**src/rtl/cltok_pkg.sv**
```systemverilog
`timescale 1ns / 1ps
// ----------------------------------------------------------------------------
// cltok_pkg
// Shared types and character constants of the command line tokenizer.
// ----------------------------------------------------------------------------
package cltok_pkg;

    // Result kinds.
    typedef enum logic [1:0] {
        KIND_CHAR      = 2'd0,
        KIND_TOKEN_END = 2'd1,
        KIND_CMD_END   = 2'd2
    } t_kind;

    // Characters with a special meaning.
    localparam logic [7:0] CHAR_TAB    = 8'h09;
    localparam logic [7:0] CHAR_LF     = 8'h0A;
    localparam logic [7:0] CHAR_CR     = 8'h0D;
    localparam logic [7:0] CHAR_SPACE  = 8'h20;
    localparam logic [7:0] CHAR_DQUOTE = 8'h22;
    localparam logic [7:0] CHAR_SQUOTE = 8'h27;
    localparam logic [7:0] CHAR_BSLASH = 8'h5C;

    // Separator after reset is the semicolon.
    localparam logic [7:0] SEP_RESET = 8'd59;

    // Most results one character can cause.
    localparam int GROUP_MAX = 3;

    // One result transaction, without its end-of-run mark.
    typedef struct packed {
        t_kind       kind;
        logic [7:0]  ch;
        logic [4:0]  idx;
        logic        ovf;
        logic        drop;
    } t_result;

    // All results caused by one input character.
    typedef struct packed {
        t_result [GROUP_MAX-1:0] res;
        logic [1:0]              cnt;
    } t_group;

endpackage

```
**src/rtl/cltok_queue.sv**
```systemverilog
`timescale 1ns / 1ps
// ----------------------------------------------------------------------------
// cltok_queue
// Short queue of result groups between the classifier and the output stage.
// ----------------------------------------------------------------------------
module cltok_queue #(
    parameter int DEPTH = 4
) (
    input  logic              i_clk,
    input  logic              i_rst_n,
    input  logic              i_push,
    input  cltok_pkg::t_group i_group,
    output logic              o_full,
    output logic              o_valid,
    output cltok_pkg::t_group o_group,
    input  logic              i_pop
);

    localparam int PTR_W = (DEPTH > 1) ? $clog2(DEPTH) : 1;
    localparam int CNT_W = $clog2(DEPTH + 1);

    cltok_pkg::t_group r_mem [DEPTH];
    logic [PTR_W-1:0]  r_wr, n_wr;
    logic [PTR_W-1:0]  r_rd, n_rd;
    logic [CNT_W-1:0]  r_count, n_count;
    logic              wr_en;
    logic              rd_en;

    assign o_full  = (r_count == CNT_W'(DEPTH));
    assign o_valid = (r_count != '0);
    assign o_group = r_mem[r_rd];
    assign wr_en   = i_push && !o_full;
    assign rd_en   = i_pop && o_valid;

    // Pointer and fill count update.
    always_comb begin
        n_wr    = r_wr;
        n_rd    = r_rd;
        n_count = r_count;
        if (wr_en) begin
            n_wr = (r_wr == PTR_W'(DEPTH - 1)) ? '0 : r_wr + 1'b1;
        end
        if (rd_en) begin
            n_rd = (r_rd == PTR_W'(DEPTH - 1)) ? '0 : r_rd + 1'b1;
        end
        if (wr_en && !rd_en) begin
            n_count = r_count + 1'b1;
        end else if (rd_en && !wr_en) begin
            n_count = r_count - 1'b1;
        end
    end

    always_ff @(posedge i_clk) begin
        if (!i_rst_n) begin
            r_wr    <= '0;
            r_rd    <= '0;
            r_count <= '0;
        end else begin
            r_wr    <= n_wr;
            r_rd    <= n_rd;
            r_count <= n_count;
        end
    end

    // Storage needs no reset.
    always_ff @(posedge i_clk) begin
        if (wr_en) begin
            r_mem[r_wr] <= i_group;
        end
    end

endmodule

```
**src/rtl/cltok_front.sv**
```systemverilog
`timescale 1ns / 1ps
// ----------------------------------------------------------------------------
// cltok_front
// Accepts characters, tracks command and token state and builds the group of
// results that each character causes.
// ----------------------------------------------------------------------------
module cltok_front #(
    parameter int MAX_LINE = 256,
    parameter int MAX_ARGS = 16
) (
    input  logic              i_clk,
    input  logic              i_rst_n,
    input  logic              i_in_valid,
    output logic              o_in_ready,
    input  logic [7:0]        i_in_char,
    input  logic              i_in_last,
    input  logic              i_cfg_valid,
    input  logic [7:0]        i_cfg_data,
    input  logic              i_q_full,
    output logic              o_q_push,
    output cltok_pkg::t_group o_q_group
);

    localparam int LEN_W = $clog2(MAX_LINE + 1);
    localparam int TC_W  = $clog2(MAX_ARGS + 2);

    logic [7:0]       r_sep;
    logic             r_in_cmd, n_in_cmd;
    logic             r_quote, n_quote;
    logic             r_bs, n_bs;
    logic [LEN_W-1:0] r_len, n_len;
    logic             r_tact, n_tact;
    logic             r_tq, n_tq;
    logic             r_hv, n_hv;
    logic [7:0]       r_held, n_held;
    logic [TC_W-1:0]  r_tc, n_tc;
    logic             r_disc, n_disc;
    logic             r_aover, n_aover;

    logic              accept;
    logic              is_ws;
    logic              is_sep;
    logic              is_q;
    logic              copy;
    logic              done;
    logic              ovf_hit;
    logic              tok_start;
    logic [1:0]        cnt;
    cltok_pkg::t_group grp;

    function automatic cltok_pkg::t_result mk(cltok_pkg::t_kind kind, logic [7:0] ch,
                                              logic [4:0] idx, logic ovf, logic drop);
        cltok_pkg::t_result r;
        r.kind = kind;
        r.ch   = ch;
        r.idx  = idx;
        r.ovf  = ovf;
        r.drop = drop;
        return r;
    endfunction

    assign o_in_ready = !i_q_full;
    assign accept     = i_in_valid && !i_q_full;

    // Character classes.
    always_comb begin
        is_ws  = i_in_char inside {cltok_pkg::CHAR_SPACE, cltok_pkg::CHAR_TAB,
                                   cltok_pkg::CHAR_LF, cltok_pkg::CHAR_CR};
        is_sep = (i_in_char == r_sep);
        is_q   = (i_in_char == cltok_pkg::CHAR_DQUOTE) ||
                 (i_in_char == cltok_pkg::CHAR_SQUOTE);
    end

    // Next state and result group for the character on the input.
    always_comb begin
        n_in_cmd  = r_in_cmd;
        n_quote   = r_quote;
        n_bs      = r_bs;
        n_len     = r_len;
        n_tact    = r_tact;
        n_tq      = r_tq;
        n_hv      = r_hv;
        n_held    = r_held;
        n_tc      = r_tc;
        n_disc    = r_disc;
        n_aover   = r_aover;
        copy      = 1'b0;
        done      = 1'b0;
        ovf_hit   = 1'b0;
        tok_start = 1'b0;
        cnt       = 2'd0;
        grp       = '0;

        if (r_disc) begin
            // Everything up to the end of the string is thrown away.
            if (i_in_last) begin
                n_disc = 1'b0;
            end
        end else begin
            // A command starts at its first non-blank, non-separator character.
            if (!r_in_cmd && !(is_ws || is_sep)) begin
                n_in_cmd = 1'b1;
                n_quote  = 1'b0;
                n_bs     = 1'b0;
                n_len    = '0;
                n_tact   = 1'b0;
                n_tq     = 1'b0;
                n_hv     = 1'b0;
                n_held   = '0;
                n_tc     = '0;
                n_aover  = 1'b0;
            end

            if (n_in_cmd) begin
                copy = 1'b1;
                if (i_in_char == cltok_pkg::CHAR_CR) begin
                    copy = 1'b0;
                end else if (i_in_char == cltok_pkg::CHAR_BSLASH) begin
                    n_bs = 1'b1;
                    copy = 1'b0;
                end else begin
                    if (i_in_char == cltok_pkg::CHAR_LF) begin
                        done = !n_bs && !n_quote;
                        n_bs = 1'b0;
                    end else if (is_q) begin
                        n_quote = !n_quote;
                    end else if (is_sep) begin
                        done = !n_quote;
                    end
                    if (n_bs && i_in_char != cltok_pkg::CHAR_SPACE &&
                        i_in_char != cltok_pkg::CHAR_TAB) begin
                        n_bs = 1'b0;
                    end
                    if (done) begin
                        copy = 1'b0;
                    end
                end

                if (copy) begin
                    n_len = n_len + 1'b1;
                    if (n_len >= LEN_W'(MAX_LINE)) begin
                        // Line too long: close the command and drop the rest.
                        ovf_hit = 1'b1;
                        grp.res[cnt] = mk(cltok_pkg::KIND_CMD_END, 8'd0, 5'd0,
                                          1'b1, n_aover);
                        cnt      = cnt + 2'd1;
                        n_quote  = 1'b0;
                        n_bs     = 1'b0;
                        n_len    = '0;
                        n_tact   = 1'b0;
                        n_tq     = 1'b0;
                        n_hv     = 1'b0;
                        n_held   = '0;
                        n_tc     = '0;
                        n_aover  = 1'b0;
                        n_in_cmd = 1'b0;
                        if (!i_in_last) begin
                            n_disc = 1'b1;
                        end
                    end else if (!n_aover) begin
                        // Token building.
                        if (is_ws) begin
                            if (n_tact) begin
                                if (!n_quote) begin
                                    grp.res[cnt] = mk(cltok_pkg::KIND_TOKEN_END, 8'd0,
                                                      5'(n_tc), 1'b0, 1'b0);
                                    cnt    = cnt + 2'd1;
                                    n_tc   = n_tc + 1'b1;
                                    n_tact = 1'b0;
                                    n_tq   = 1'b0;
                                    n_hv   = 1'b0;
                                    n_held = '0;
                                end else if (n_tq) begin
                                    if (n_hv) begin
                                        grp.res[cnt] = mk(cltok_pkg::KIND_CHAR, n_held,
                                                          5'(n_tc), 1'b0, 1'b0);
                                        cnt = cnt + 2'd1;
                                    end
                                    n_held = i_in_char;
                                    n_hv   = 1'b1;
                                end else begin
                                    grp.res[cnt] = mk(cltok_pkg::KIND_CHAR, i_in_char,
                                                      5'(n_tc), 1'b0, 1'b0);
                                    cnt = cnt + 2'd1;
                                end
                            end
                        end else if (!n_tact && n_tc >= TC_W'(MAX_ARGS + 1)) begin
                            n_aover = 1'b1;
                        end else begin
                            if (!n_tact) begin
                                n_tact    = 1'b1;
                                n_tq      = is_q;
                                n_hv      = 1'b0;
                                tok_start = 1'b1;
                            end
                            // An opening quote starts the token and is not kept.
                            if (!(tok_start && is_q)) begin
                                if (n_tq) begin
                                    if (n_hv) begin
                                        grp.res[cnt] = mk(cltok_pkg::KIND_CHAR, n_held,
                                                          5'(n_tc), 1'b0, 1'b0);
                                        cnt = cnt + 2'd1;
                                    end
                                    n_held = i_in_char;
                                    n_hv   = 1'b1;
                                end else begin
                                    grp.res[cnt] = mk(cltok_pkg::KIND_CHAR, i_in_char,
                                                      5'(n_tc), 1'b0, 1'b0);
                                    cnt = cnt + 2'd1;
                                end
                            end
                        end
                    end
                end

                // End of command on an unquoted newline, separator or end of string.
                if (!ovf_hit && (done || i_in_last)) begin
                    if (n_tact && !n_aover) begin
                        grp.res[cnt] = mk(cltok_pkg::KIND_TOKEN_END, 8'd0,
                                          5'(n_tc), 1'b0, 1'b0);
                        cnt  = cnt + 2'd1;
                        n_tc = n_tc + 1'b1;
                    end
                    if (n_tc != '0) begin
                        grp.res[cnt] = mk(cltok_pkg::KIND_CMD_END, 8'd0, 5'd0,
                                          1'b0, n_aover);
                        cnt = cnt + 2'd1;
                    end
                    n_quote  = 1'b0;
                    n_bs     = 1'b0;
                    n_len    = '0;
                    n_tact   = 1'b0;
                    n_tq     = 1'b0;
                    n_hv     = 1'b0;
                    n_held   = '0;
                    n_tc     = '0;
                    n_aover  = 1'b0;
                    n_in_cmd = 1'b0;
                end
            end
        end
        grp.cnt = cnt;
    end

    assign o_q_push  = accept && (cnt != 2'd0);
    assign o_q_group = grp;

    // Separator register; the user must write it only while the block is idle, the block itself does not enforce this.
    always_ff @(posedge i_clk) begin
        if (!i_rst_n) begin
            r_sep <= cltok_pkg::SEP_RESET;
        end else if (i_cfg_valid) begin
            r_sep <= i_cfg_data;
        end
    end

    // Command and token state.
    always_ff @(posedge i_clk) begin
        if (!i_rst_n) begin
            r_in_cmd <= 1'b0;
            r_quote  <= 1'b0;
            r_bs     <= 1'b0;
            r_len    <= '0;
            r_tact   <= 1'b0;
            r_tq     <= 1'b0;
            r_hv     <= 1'b0;
            r_held   <= '0;
            r_tc     <= '0;
            r_disc   <= 1'b0;
            r_aover  <= 1'b0;
        end else if (accept) begin
            r_in_cmd <= n_in_cmd;
            r_quote  <= n_quote;
            r_bs     <= n_bs;
            r_len    <= n_len;
            r_tact   <= n_tact;
            r_tq     <= n_tq;
            r_hv     <= n_hv;
            r_held   <= n_held;
            r_tc     <= n_tc;
            r_disc   <= n_disc;
            r_aover  <= n_aover;
        end
    end

endmodule

```
**src/rtl/cltok_back.sv**
```systemverilog
`timescale 1ns / 1ps
// ----------------------------------------------------------------------------
// cltok_back
// Takes result groups from the queue and presents them one result at a time
// in an output register.
// ----------------------------------------------------------------------------
module cltok_back (
    input  logic               i_clk,
    input  logic               i_rst_n,
    input  logic               i_q_valid,
    input  cltok_pkg::t_group  i_q_group,
    output logic               o_q_pop,
    output logic               o_empty,
    input  logic               i_pop,
    output cltok_pkg::t_result o_result,
    output logic               o_last
);

    logic               r_valid, n_valid;
    logic [1:0]         r_sub, n_sub;
    cltok_pkg::t_result r_out, n_out;
    logic               r_last, n_last;
    logic               take;

    assign take = r_valid && i_pop;

    // Load the next result whenever the output register is free or drained.
    always_comb begin
        n_valid = r_valid;
        n_sub   = r_sub;
        n_out   = r_out;
        n_last  = r_last;
        o_q_pop = 1'b0;
        if (i_q_valid && (!r_valid || take)) begin
            n_valid = 1'b1;
            n_out   = i_q_group.res[r_sub];
            if (r_sub == i_q_group.cnt - 2'd1) begin
                n_last  = 1'b1;
                n_sub   = 2'd0;
                o_q_pop = 1'b1;
            end else begin
                n_last = 1'b0;
                n_sub  = r_sub + 2'd1;
            end
        end else if (take) begin
            n_valid = 1'b0;
        end
    end

    always_ff @(posedge i_clk) begin
        if (!i_rst_n) begin
            r_valid <= 1'b0;
            r_sub   <= 2'd0;
        end else begin
            r_valid <= n_valid;
            r_sub   <= n_sub;
        end
    end

    // Payload needs no reset.
    always_ff @(posedge i_clk) begin
        r_out  <= n_out;
        r_last <= n_last;
    end

    assign o_empty  = !r_valid;
    assign o_result = r_out;
    assign o_last   = r_last;

endmodule

```
**src/rtl/command_line_tokenizer_unit.sv**
```systemverilog
`timescale 1ns / 1ps
// ----------------------------------------------------------------------------
// command_line_tokenizer_unit
// Splits a character stream into commands and tokens, shell style.
// ----------------------------------------------------------------------------
// Input channel: a character and its end-of-string flag are taken on a clock
// edge with push high and full low. Result channel: while empty is low the
// oldest result is on the o_ ports; pop high takes it at the clock edge.
// Each result is a token character, an end of token or an end of command;
// o_last_of_run marks the last result caused by one input character.
// Configuration: the user must write the separator through the cfg channel
// (always ready) only while no work is in flight; the block does not
// enforce this. Reset sets it to semicolon. The first result of a character
// is registered in the group queue, then in the output register.
// Throughput: one character per cycle as long as each causes at most one
// result and pop stays high; the output register delivers one result per
// cycle while pop is high, so a character causing k results holds the output
// until all k are taken. The group queue of QUEUE_DEPTH entries lets input
// run on while results wait. When the receiver stalls, the queue fills and
// full rises; nothing is lost. Reset (synchronous, active low) clears all
// command state, empties the queue and the output register.
// ----------------------------------------------------------------------------
module command_line_tokenizer_unit #(
    parameter int MAX_LINE    = 256,
    parameter int MAX_ARGS    = 16,
    parameter int QUEUE_DEPTH = 4
) (
    input  logic       i_clk,
    input  logic       i_rst_n,
    input  logic       push,
    output logic       full,
    input  logic [7:0] i_in_char,
    input  logic       i_in_last,
    output logic       empty,
    input  logic       pop,
    output logic [1:0] o_out_kind,
    output logic [7:0] o_out_char,
    output logic [4:0] o_token_index,
    output logic       o_overflow,
    output logic       o_args_dropped,
    output logic       o_last_of_run,
    input  logic       i_cfg_valid,
    output logic       o_cfg_ready,
    input  logic [7:0] i_cfg_separator_char
);

    logic               fr_ready;
    logic               q_push;
    logic               q_full;
    logic               q_valid;
    logic               q_pop;
    cltok_pkg::t_group  fr_group;
    cltok_pkg::t_group  q_group;
    cltok_pkg::t_result res;

    assign o_cfg_ready = 1'b1;
    assign full        = !fr_ready;

    // Classifier and command state.
    cltok_front #(
        .MAX_LINE (MAX_LINE),
        .MAX_ARGS (MAX_ARGS)
    ) u_front (
        .i_clk       (i_clk),
        .i_rst_n     (i_rst_n),
        .i_in_valid  (push),
        .o_in_ready  (fr_ready),
        .i_in_char   (i_in_char),
        .i_in_last   (i_in_last),
        .i_cfg_valid (i_cfg_valid),
        .i_cfg_data  (i_cfg_separator_char),
        .i_q_full    (q_full),
        .o_q_push    (q_push),
        .o_q_group   (fr_group)
    );

    // Decoupling queue.
    cltok_queue #(
        .DEPTH (QUEUE_DEPTH)
    ) u_queue (
        .i_clk   (i_clk),
        .i_rst_n (i_rst_n),
        .i_push  (q_push),
        .i_group (fr_group),
        .o_full  (q_full),
        .o_valid (q_valid),
        .o_group (q_group),
        .i_pop   (q_pop)
    );

    // Result serializer.
    cltok_back u_back (
        .i_clk     (i_clk),
        .i_rst_n   (i_rst_n),
        .i_q_valid (q_valid),
        .i_q_group (q_group),
        .o_q_pop   (q_pop),
        .o_empty   (empty),
        .i_pop     (pop),
        .o_result  (res),
        .o_last    (o_last_of_run)
    );

    assign o_out_kind     = res.kind;
    assign o_out_char     = res.ch;
    assign o_token_index  = res.idx;
    assign o_overflow     = res.ovf;
    assign o_args_dropped = res.drop;

endmodule

```
**config.mk**
```make
export PLATFORM = sky130hd
export DESIGN_NAME = command_line_tokenizer_unit
export DESIGN_NICKNAME = d
export VERILOG_FILES = /design/src/rtl/cltok_pkg.sv /design/src/rtl/cltok_queue.sv /design/src/rtl/cltok_front.sv /design/src/rtl/cltok_back.sv /design/src/rtl/command_line_tokenizer_unit.sv
export SDC_FILE = /design/constraint.sdc
export NUM_CORES = 1
export LEC_CHECK = 0
export ABC_AREA = 1
export BUFFER_PORTS_ARGS = -buffer_cell sky130_fd_sc_hd__buf_2
export CORE_MARGIN = 5
export CORE_UTILIZATION = 34
export CTS_CLUSTER_SIZE = 16
export DETAILED_ROUTE_END_ITERATION = 6
export SLEW_MARGIN = 20
export SYNTH_ARGS = -nofsm -noshare
export SYNTH_HDL_FRONTEND = slang
export SYNTH_SLANG_ARGS = --single-unit
export TNS_END_PERCENT = 20
```
**constraint.sdc**
```tcl
create_clock -name i_clk -period 11 [get_ports i_clk]
set_input_delay 1.1 -clock i_clk [delete_from_list [all_inputs] [get_ports i_clk]]
set_output_delay 1.1 -clock i_clk [all_outputs]
set_load 0.01 [all_outputs]
```
==> results.py <==
metrics = {
    "outcome": {
        "status": "completed",
    },
    "global_routing": {
        "grt_max_degree": 60,
        "grt_pass1_vias": 6972,
        "overflow": 0,
        "track_usage_pct": 15.4,
        "antenna_found_initial": 0,
        "grt_pass1_wl_mm": 37.9,
    },
    "sta": {
        "maxSlewViolCount": 0,
        "min_period_over_period_pct": 59.9,
        "rsz0062_at_grt": "no",
        "final.min_clock_period_ps": 6590,
        "slew_headroom_pct": 27.3,
        "finClkSkew_ps": 13.2,
        "worstMarginPinSlew_ps": 1090,
        "tns_ps": 0,
        "setup_viol": 0,
        "clock.fmax_mhz": 152,
        "finalHoldViolCount": 0,
    },
    "finish": {
        "n_antenna_cell": 0,
        "multi_input_area_um2": 3650,
        "layout_common_cells": "nand2_1, nor2_1, edfxtp_1",
        "final_common_cell": "nand2_1",
        "drive_above_1_share_pct": 13.1,
        "regArea_um2": 5030,
        "final_util_pct": 38.7,
        "num-fill-cells": 2690,
        "finalNonFillerCells": 1419,
        "synthToLayoutAreaGrowth_pct": 12.8,
        "final_nets": 1100,
    },
    "detailed_routing": {
        "drc": 0,
        "vias": 7292,
        "ant_nets": 0,
        "wl_met1_mm": 10.6,
        "drtIter0Drc": 541,
        "drt_wl_total_mm": 23.4,
        "routed.top_layer": "met4",
        "wl_met3_mm": 1.15,
        "dr_wl_met2_mm": 11.3,
        "avgRoutedWirePerCell_um": 16.5,
        "drt_first_pass_iters": 5,
        "vias_per_cell": 5.14,
    },
    "clocking": {
        "cts_root_buf": "clkbuf_16",
        "cts_tree": "done",
        "cts_buffers": 17,
        "post_cts_buffers": 0,
        "clk_latency_ps": 440,
        "cts_resized": 0,
        "hold_buffers": 0,
        "cts_buffer_depth": 2,
        "clkTransAtPathRegs_ps": 80,
        "cts.sinks": 184,
        "cts_htree_levels": 4,
    },
    "synth": {
        "synth_nets": 1070,
        "netlist_area_um2": 9230,
        "synth_cell_types": 53,
        "syn_inst": 1035,
        "synthTopCellsByArea": "edfxtp_1, dfxtp_1, nand2_1",
        "synth-seq-cells": 184,
        "yosysSeqAreaShare_pct": 54.5,
        "synth_top_cell_area_share_pct": 43.6,
        "synth_edf_count": 134,
        "synthFlopType": "edfxtp_1",
        "yosys.area.top_type": "edfxtp_1",
        "async_reset_ff_share_pct": 0,
        "ys_warn_count": 0,
        "syn_area_per_cell_um2": 8.92,
    },
    "die": {
        "fp.dieH_um": 175,
        "fp.dieW_um": 175,
        "ios": 43,
        "coreArea_um2": 26900,
        "initial_core_util_pct": 34.3,
        "fp.dieArea_um2": 30500,
        "rows": 60,
    },
    "critical_path": {
        "cp-start-kind": "input pin",
        "critPathMaxFanout": 38,
        "regToRegSetupSlack_ps": 5230,
        "cp_common_cell": "nand2_1",
        "crit_arrival_ps": 6950,
        "cp_slowest_cell": "nand3_2",
        "reg2reg_from": "u_front.r_sep[1]$_SDFFE_PN1P_",
        "worst_ep_required_time_ps": 11370,
        "r2r_end": "u_queue.r_count[2]$_SDFFE_PN0P_",
        "cpPeakStageDelay_ps": 780,
        "ff2ff_path_depth": 36,
        "crit_type": "input pin to flip-flop",
        "endpoint_kind": "flip-flop",
    },
    "place": {
        "dp.cells": 1387,
        "globalplace.congestion": 0.915,
        "dpl.hpwl_mm": 15.6,
        "port_buffers": 41,
    },
    "run": {
        "cap_viol_max_count": 0,
    },
    "power": {
        "ir_worst_vdd_mv": 0.0900,
        "seqPwrFrac_pct": 45.0,
        "p_comb_share_pct": 22.8,
        "power.share.switching_pct": 32.8,
        "intPower_mw": 1.38,
        "total_leakage_power_nw": 4.15,
        "switching_power_mw": 0.673,
        "p_per_area_nw_per_um2": 197,
        "pwr-share-clk_pct": 32.2,
    },
    "hold_path": {
        "holdPathEnd": "u_front.r_in_cmd$_SDFFE_PN0P_",
        "hold_path.class": "flip-flop to flip-flop",
        "min_from": "u_front.r_in_cmd$_SDFFE_PN0P_",
        "whs_path_depth": 2,
    },
}
[routing by layer]
layer / up-vias / global-route usage, %
li1: 3630 / -
met2: 195 / 26.1
met1: 3445 / 20.4
met5: - / 0
met4: 0 / 3.73
met3: 22 / 3.16
[registers in the layout, indices dropped and copies added, names as in the netlist, named ones only]
signal and count:
u_front.r_disc 1, u_front.r_quote 1, u_queue.r_wr 2, u_front.r_tc 5, u_front.r_hv 1, u_front.r_held 8, u_front.r_len 9, u_back.o_last 1
u_back.r_valid 1, u_front.r_sep 8, u_back.o_result 17, u_queue.r_rd 2, u_queue.r_mem 116, u_front.r_in_cmd 1, u_front.r_bs 1, u_back.r_sub 2
u_queue.r_count 3, u_front.r_aover 1, u_front.r_tact 1, u_front.r_tq 1
[cell usage after synthesis (all sizes together), types with 5 or more instances]
library cell	number
dfxtp	50
inv	98
nor3	13
o211ai	12
o221ai	5
xnor2	10
a21oi	65
buf	7
clkbuf	35
nor2	173
nand3	40
o21ai	86
nand4	12
a22o	8
ha	12
o311ai	5
edfxtp	134
nor4	5
o22ai	26
nand2	208
[worst max-delay path, delay by kind of cell]
family,cells,cell delay (ps)
buffers and inverters,7,710
adder cells (fa/ha/maj),4,1100
AND/OR/NAND/NOR,27,3810
AO/OA/AOI/OAI,2,200
[power by group through the flow]
stage,clock (mW),combinational (mW),sequential (mW)
after global routing,0.708,0.530,0.936
after global placement,0,0.473,0.940
final,0.662,0.468,0.923
after floorplan,0,0.309,0.933
after detailed placement,0,0.478,0.941
after CTS,0.675,0.480,0.925
[worst max-delay path by stage]
| stage | startpoint | to | slack (ps) |
|---|---|---|---|
| 3_3_place_gp | i_in_char[2] | u_queue.r_count[2]$_SDFFE_PN0P_ | 4260 |
| 2_1_floorplan | i_in_char[2] | u_queue.r_mem[0][0]$_DFFE_PP_ | 4980 |
| 4_1_cts | i_in_char[2] | u_queue.r_count[2]$_SDFFE_PN0P_ | 4480 |
| 5_1_grt | i_in_char[2] | u_queue.r_count[2]$_SDFFE_PN0P_ | 3790 |
| 6_report | i_in_char[2] | u_queue.r_count[2]$_SDFFE_PN0P_ | 4410 |
| 3_5_place_dp | i_in_char[2] | u_queue.r_count[2]$_SDFFE_PN0P_ | 4080 |
[layout make-up]
| cell class | count | share of cell area (%) |
|---|---|---|
| repair buffers | 53 | 2.84 |
| well taps | 341 | 4.10 |
| multi-input cells | 710 | 35.1 |
| flip-flops and latches | 184 | 48.3 |
| clock buffers | 17 | 4.09 |
| clock inverters | 15 | 2.08 |
| inverters | 99 | 3.57 |
[through the flow]
stage | hold slack [ps] | setup WS (ps) | power, mW | area, um2
after global placement | 453 | 4260 | 1.41 | 9770
after detailed placement | 455 | 4080 | 1.42 | 9770
after global routing | 497 | 3790 | 2.17 | 10400
final | 466 | 4410 | 2.05 | 10400
after floorplan | 444 | 4980 | 1.24 | 9230
after CTS | 467 | 4480 | 2.08 | 10400
[kinds of logic (layout without fill, tap and decap cells)]
logic type	after synthesis	in the layout	synth area share, %
simple gates	455	455	21.8
compound gates	228	228	14.6
flops	184	184	54.5
buf+inv	141	184	6.03
fa+ha+maj	13	13	1.84
xor+xnor	13	13	1.23
other cells	1	1	0.0406
Note: power is estimated with default switching activity, not from simulation.
